File: config.mk
export PLATFORM = sky130hd
export DESIGN_NAME = midi_byte_stream_event_parser_core
export DESIGN_NICKNAME = d
export VERILOG_FILES = /design/src/rtl/mbsep_pkg.sv /design/src/rtl/midi_byte_stream_event_parser_core.sv
export VERILOG_INCLUDE_DIRS = /design/src /design/src/rtl
export SDC_FILE = /design/constraint.sdc
export NUM_CORES = 1
export LEC_CHECK = 0
export BUFFER_PORTS_ARGS = -buffer_cell sky130_fd_sc_hd__buf_2
export CORE_ASPECT_RATIO = 1.5
export CORE_UTILIZATION = 45
export CTS_CLUSTER_DIAMETER = 30
export DETAILED_ROUTE_END_ITERATION = 6
export PLACE_DENSITY = 0.7
export SYNTH_ARGS = -nofsm -noshare
export SYNTH_HDL_FRONTEND = slang
export SYNTH_SLANG_ARGS = --single-unit
File: constraint.sdc
create_clock -name clock -period 2.4 [get_ports clock]
set_input_delay 0.48 -clock clock [delete_from_list [all_inputs] [get_ports clock]]
set_output_delay 0.48 -clock clock [all_outputs]
set_load 0.01 [all_outputs]
File: src/rtl/midi_byte_stream_event_parser_core_assert.svh
// Assertion macros for the MIDI parser core.
// They sample on clock; all but MBSEP_ASSERT_NEXT_ALWAYS are disabled while reset is high.
`ifndef MIDI_BYTE_STREAM_EVENT_PARSER_CORE_ASSERT_SVH
`define MIDI_BYTE_STREAM_EVENT_PARSER_CORE_ASSERT_SVH

// Same-cycle implication
`define MBSEP_ASSERT_NOW(label, ante, cons, msg) \
   label: assert property (@(posedge clock) disable iff (reset) (ante) |-> (cons)) \
      else $error(msg);

// Next-cycle implication
`define MBSEP_ASSERT_NEXT(label, ante, cons, msg) \
   label: assert property (@(posedge clock) disable iff (reset) (ante) |=> (cons)) \
      else $error(msg);

// Next-cycle implication that is checked during reset as well
`define MBSEP_ASSERT_NEXT_ALWAYS(label, ante, cons, msg) \
   label: assert property (@(posedge clock) (ante) |=> (cons)) \
      else $error(msg);

`endif

File: src/rtl/mbsep_pkg.sv
`timescale 1ns / 1ps
`default_nettype none

package mbsep_pkg;

   // field widths
   localparam int RxByteWidth  = 8;
   localparam int CodeWidth    = 9;
   localparam int ValueWidth   = 7;
   localparam int ChannelWidth = 4;
   localparam int ListenWidth  = 5;
   localparam int RspDataWidth = 24;   // 20 payload bits padded to whole bytes

   // listen filter value that passes every channel
   localparam logic signed [ListenWidth-1:0] LISTEN_ALL = -5'sd1;

   // channel message commands (status high nibble)
   localparam logic [3:0] CMD_NONE       = 4'h0;
   localparam logic [3:0] CMD_NOTE_OFF   = 4'h8;
   localparam logic [3:0] CMD_NOTE_ON    = 4'h9;
   localparam logic [3:0] CMD_AFTERTOUCH = 4'hA;
   localparam logic [3:0] CMD_CONTROL    = 4'hB;
   localparam logic [3:0] CMD_PROGRAM    = 4'hC;
   localparam logic [3:0] CMD_PRESSURE   = 4'hD;
   localparam logic [3:0] CMD_PITCH_BEND = 4'hE;
   localparam logic [3:0] CMD_SYSTEM     = 4'hF;

   // event code bank (upper two bits of event_code)
   localparam logic [1:0] BANK_NOTE_ON  = 2'd0;
   localparam logic [1:0] BANK_NOTE_OFF = 2'd1;
   localparam logic [1:0] BANK_CONTROL  = 2'd2;

   // realtime bytes start here
   localparam logic [RxByteWidth-1:0] REALTIME_FIRST = 8'hF8;

endpackage

`default_nettype wire

File: src/rtl/midi_byte_stream_event_parser_core.sv
`timescale 1ns / 1ps
`default_nettype none
// MIDI byte stream parser with running status.
// req_*: one raw MIDI byte per request (tdata[7:0] = rx_byte).
// rsp_*: one event per completed note-on, note-off or controller message
//   whose channel passes the listen filter; other bytes give no event.
// csr_*: write of the 5-bit signed listen channel (-1 = all channels).
// Latency: an event appears on rsp_tvalid the cycle after the byte that
//   completes it is accepted. Throughput: one byte per cycle unless the
//   receiver stalls, set by the single output register that holds the event.
// When the receiver stalls, the held event stays on rsp_tdata and
//   req_tready drops until the event is taken; bytes that would give no
//   event are still blocked while the output register is full and stalled.
// Reset (synchronous, active high) clears running status, sets the
//   data-swallow flag, drops any pending event and sets the listen
//   channel to -1. csr_ready is always high.
module midi_byte_stream_event_parser_core (
   input  wire                                      clock,
   input  wire                                      reset,
   // request: [7:0] rx_byte
   input  wire                                      req_tvalid,
   output logic                                     req_tready,
   input  wire  [mbsep_pkg::RxByteWidth-1:0]        req_tdata,
   // response: [8:0] event_code, [15:9] event_value, [19:16] event_channel,
   //           [23:20] zero
   output logic                                     rsp_tvalid,
   input  wire                                      rsp_tready,
   output logic [mbsep_pkg::RspDataWidth-1:0]       rsp_tdata,
   // listen channel write
   input  wire                                      csr_valid,
   output logic                                     csr_ready,
   input  wire  signed [mbsep_pkg::ListenWidth-1:0] csr_data
);
   import mbsep_pkg::*;

`include "midi_byte_stream_event_parser_core_assert.svh"

   // running status state
   logic                           swallow_ff, swallow_in;
   logic [3:0]                     command_ff, command_in;
   logic [ChannelWidth-1:0]        channel_ff, channel_in;
   logic                           first_valid_ff, first_valid_in;
   logic [ValueWidth-1:0]          first_byte_ff, first_byte_in;
   logic signed [ListenWidth-1:0]  listen_ff, listen_in;

   // output register
   logic                           rsp_valid_ff, rsp_valid_in;
   logic [CodeWidth-1:0]           code_ff, code_in;
   logic [ValueWidth-1:0]          value_ff, value_in;
   logic [ChannelWidth-1:0]        ev_channel_ff, ev_channel_in;

   logic                           req_fire;
   logic                           emit;
   logic                           chan_pass;
   logic [ValueWidth-1:0]          data_byte;

   assign req_tready = !rsp_valid_ff || rsp_tready;
   assign req_fire   = req_tvalid && req_tready;
   assign csr_ready  = 1'b1;
   assign data_byte  = req_tdata[ValueWidth-1:0];

   // listen filter against the running channel
   assign chan_pass = (listen_ff == LISTEN_ALL) ||
                      (!listen_ff[ListenWidth-1] &&
                       (listen_ff[ChannelWidth-1:0] == channel_ff));

   // byte decode and running status update
   always_comb begin
      swallow_in     = swallow_ff;
      command_in     = command_ff;
      channel_in     = channel_ff;
      first_valid_in = first_valid_ff;
      first_byte_in  = first_byte_ff;
      emit           = 1'b0;
      code_in        = {BANK_NOTE_ON, first_byte_ff};
      if (req_fire) begin
         if (req_tdata[RxByteWidth-1]) begin
            if (req_tdata >= REALTIME_FIRST) begin
               // realtime: no effect
            end else if (req_tdata[7:4] == CMD_SYSTEM) begin
               // F0-F3 start swallowing, F4-F7 end it
               swallow_in = !req_tdata[2];
            end else begin
               swallow_in     = 1'b0;
               command_in     = req_tdata[7:4];
               channel_in     = req_tdata[3:0];
               first_valid_in = 1'b0;
            end
         end else if (!swallow_ff) begin
            case (command_ff) inside
               CMD_NOTE_OFF, CMD_NOTE_ON, CMD_AFTERTOUCH,
               CMD_CONTROL, CMD_PITCH_BEND: begin
                  if (!first_valid_ff) begin
                     first_byte_in  = data_byte;
                     first_valid_in = 1'b1;
                  end else begin
                     first_valid_in = 1'b0;
                     if (command_ff == CMD_NOTE_ON && data_byte != '0) begin
                        code_in = {BANK_NOTE_ON, first_byte_ff};
                        emit    = chan_pass;
                     end else if (command_ff == CMD_NOTE_ON ||
                                  command_ff == CMD_NOTE_OFF) begin
                        code_in = {BANK_NOTE_OFF, first_byte_ff};
                        emit    = chan_pass;
                     end else if (command_ff == CMD_CONTROL) begin
                        code_in = {BANK_CONTROL, first_byte_ff};
                        emit    = chan_pass;
                     end
                  end
               end
               CMD_PROGRAM: begin
                  first_valid_in = 1'b0;
               end
               default: begin
                  // no command, or pressure: byte dropped
               end
            endcase
         end
      end
   end

   // output register load
   always_comb begin
      rsp_valid_in  = rsp_valid_ff && !rsp_tready;
      value_in      = value_ff;
      ev_channel_in = ev_channel_ff;
      if (emit) begin
         rsp_valid_in  = 1'b1;
         value_in      = data_byte;
         ev_channel_in = channel_ff;
      end
   end

   // listen channel write
   always_comb begin
      listen_in = listen_ff;
      if (csr_valid && csr_ready) begin
         listen_in = csr_data;
      end
   end

   // control registers
   always_ff @(posedge clock) begin
      if (reset) begin
         swallow_ff     <= 1'b1;
         command_ff     <= CMD_NONE;
         channel_ff     <= '0;
         first_valid_ff <= 1'b0;
         first_byte_ff  <= '0;
         listen_ff      <= LISTEN_ALL;
         rsp_valid_ff   <= 1'b0;
      end else begin
         swallow_ff     <= swallow_in;
         command_ff     <= command_in;
         channel_ff     <= channel_in;
         first_valid_ff <= first_valid_in;
         first_byte_ff  <= first_byte_in;
         listen_ff      <= listen_in;
         rsp_valid_ff   <= rsp_valid_in;
      end
   end

   // event payload
   always_ff @(posedge clock) begin
      if (emit) begin
         code_ff <= code_in;
      end
      value_ff      <= value_in;
      ev_channel_ff <= ev_channel_in;
   end

   assign rsp_tvalid = rsp_valid_ff;
   assign rsp_tdata  = {4'b0000, ev_channel_ff, value_ff, code_ff};

   // checks
   `MBSEP_ASSERT_NOW(a_full_blocks_req, rsp_valid_ff && !rsp_tready, !req_tready, "request accepted while event stalled")
   `MBSEP_ASSERT_NOW(a_code_range, rsp_valid_ff, code_ff[CodeWidth-1:CodeWidth-2] != 2'b11, "event code out of range")
   `MBSEP_ASSERT_NEXT(a_realtime_keeps_state, req_fire && req_tdata >= REALTIME_FIRST, $stable(command_ff) && $stable(first_valid_ff) && $stable(swallow_ff), "realtime byte changed running status")
   `MBSEP_ASSERT_NEXT_ALWAYS(a_reset_swallow, reset, swallow_ff && !rsp_valid_ff, "reset did not set swallow state")

endmodule

`default_nettype wire

==> results_dict.tcl <==
set metrics [dict create \
    clkPwrFrac 0.334 \
    cts_setup_buffers 0 \
    synth_top_family_by_area "simple AND/OR/NAND/NOR gates" \
    area_growth_pct 17.2 \
    final_cell_mix "buf_2 (39), dfxtp_1 (23), edfxtp_1 (20)" \
    cts_buffer_depth 2 \
    ys_ff_latch 43 \
    layout_commonest_cell "buf_2" \
    die_height_um 77.7 \
    r2r_cells 4 \
    synth_compound_gate_area_share 0.110 \
    synth_edf_count 20 \
    synthFlopType "dfxtp_1" \
    grt_pass1_wl_mm 5.77 \
    pre_cts_ws_ns 0.435 \
    port_buffers 39 \
    synth_fa_ha_area_frac 0 \
    crit_path_max_incr_delay_ns 0.43 \
    clk_pin_slew_ns 0.08 \
    cts_resized 0 \
    p_int_mw 1.02 \
    dp_hpwl_mm 2.56 \
    cp-end-kind "flip-flop" \
    setup_viol 0 \
    layout.nets 200 \
    io_pins 45 \
    fillers 336 \
    vias 1212 \
    critical_path_class "reg -> reg" \
    wirelength_mm 3.46 \
    p_seq_frac 0.597 \
    cts_root_buf "clkbuf_8" \
    powerDensity_mw_per_mm2 658 \
    synthMuxAreaShare 0.0524 \
    arrival_ns 1.81 \
    period_minus_slack_ns 1.83 \
    post-route-period-util 0.764 \
    hold_violations 0 \
    htree_num_levels 2 \
    coreArea_mm2 0.00365 \
    required_ns 2.38 \
    final_cell_area_mm2 0.00202 \
    crit_slowest_cell "dfxtp_1" \
    swShare 0.233 \
    grt_antenna_before_repair 0 \
    grt_setup_unrepaired "false" \
    drt_iter0_markers 25 \
    max_freq_ghz 0.546 \
    status "completed" \
    synth_area_per_cell_um2 12.3 \
    insertion_delay_ns 0.30 \
    synth_xor_area_frac 0.0204 \
    cts.sinks 43 \
    power_switching_mw 0.309 \
    power.total_mw 1.33 \
    cp-start-kind "flip-flop" \
    synth-seq-area-share 0.617 \
    maxCapViolCount 0 \
    dieWidth_um 52.5 \
    crit_chain "nor4bb_1 > and3_1 > o211a_1 > buf_4" \
    drv_slew 0 \
    initial_core_util 0.471 \
    postRouteAntennaNets 0 \
    wl_per_cell_um 15.3 \
    syn_area_mm2 0.00172 \
    vias_per_cell 5.36 \
    p_comb_frac 0.069 \
    ys.warnings.count 0 \
    holdWs_ns 0.396 \
    cts_buffers 5 \
    skew_ns 0.00562 \
    cts_tree "yes" \
    grt_usage 0.194 \
    ir_worst_vdd_mv 0.394 \
    holdBufCountCts 0 \
    rows 27 \
    dieArea_mm2 0.00408 \
    synthSimpleGateAreaFrac 0.151 \
    synth_cells 140 \
    min_path_cells 3 \
    place_congestion 0.867 \
    crit_path_max_fanout 20 \
    antenna_cells 0 \
    worst_slack_ns 0.567 \
    grt_start_max_net_pins 21 \
    drc 0 \
    fin_tns_setup_ns 0 \
    first_pass_iters 4 \
    drive_above_1_share 0.317 \
    async_flop_share 0 \
    grt-ovfl-total 0 \
    placed_cell_area_mm2 0.00193 \
    first_global_vias 1226 \
    min_path_type "in -> reg" \
    p_leak_nw 0.757 \
    synth.distinct_cells 42 \
]
==> critical path: cells and delay by family, from the launching register on <==
kind                   cells  cell delay [ns]
buffers and inverters      1             0.27
DFF                        1             0.43
AOI/OAI and AO/OA          1             0.17
and+or+nand+nor            2             0.64
==> flip-flops by register name (all words and copies together), names as in the netlist <==
| signal | count |
|---|---|
| first_byte_ff | 7 |
| command_ff | 4 |
| first_valid_ff | 1 |
| rsp_tvalid | 1 |
| ev_channel_ff | 4 |
| channel_ff | 4 |
| value_ff | 7 |
| listen_ff | 5 |
| swallow_ff | 1 |
| code_ff | 9 |
==> logic make-up after synthesis <==
logic type,Yosys count
and+or+nand+nor,44
muxes,9
xor gates and xnor gates,4
DFF,43
buffers and inverters,12
AOI/OAI and AO/OA,26
other,2
==> synth_stat cells (3+ instances only) <==
master    count  area, um2
o21ai_0       8       40.0
nand3_1       9       45.0
edfxtp_1     20        601
nor2_1        9       33.8
nand2_1       7       26.3
a21oi_1       7       35.0
dfxtp_1      23        460
buf_4         5       37.5
mux2i_1       9       90.1
o221a_2       3       33.8
xnor2_1       3       26.3
==> per-stage QoR <==
stage,std cells,util
after global routing,226,0.552
after CTS,226,0.552
after floorplan,143,-
after global placement,218,0.529
final,226,0.552
after detailed placement,218,0.529
==> cell type report <==
| cell class | count | area, um2 | area share |
|---|---|---|---|
| clock buffer | 6 | 72.6 | 0.0360 |
| inverter | 4 | 20.0 | 0.00993 |
| multi-input combinational | 88 | 593 | 0.294 |
| clock inverter | 2 | 12.5 | 0.00621 |
| sequential | 43 | 1060 | 0.526 |
| tap | 43 | 53.8 | 0.0267 |
| timing repair buffer | 40 | 203 | 0.101 |
==> layer usage <==
metal  vias to the layer above  track usage  wire length [um]
met1                       578        0.206              1340
met2                        33        0.338              1900
met3                        10       0.0412               118
met5                         -            0                 0
met4                         0        0.108                94
li1                        591            -                 -
==> final timing paths <==
kind,from,to,slack [ns]
max,first_valid_ff,ev_channel_ff[3],0.57
min,csr_data[1],listen_ff[1],0.40
max reg2reg,first_valid_ff,ev_channel_ff[3],0.57
min reg2reg,first_byte_ff[2],code_ff[2],0.43
==> power groups by stage <==
stage | clock (mW) | combinational (mW) | sequential [mW]
floorplan | 0 | 0.0631 | 0.804
global placement | 0 | 0.0886 | 0.808
detailed placement | 0 | 0.0911 | 0.809
CTS | 0.457 | 0.0918 | 0.792
global route | 0.481 | 0.102 | 0.794
finish | 0.443 | 0.0920 | 0.792
Power figures use the tool's default switching activity.
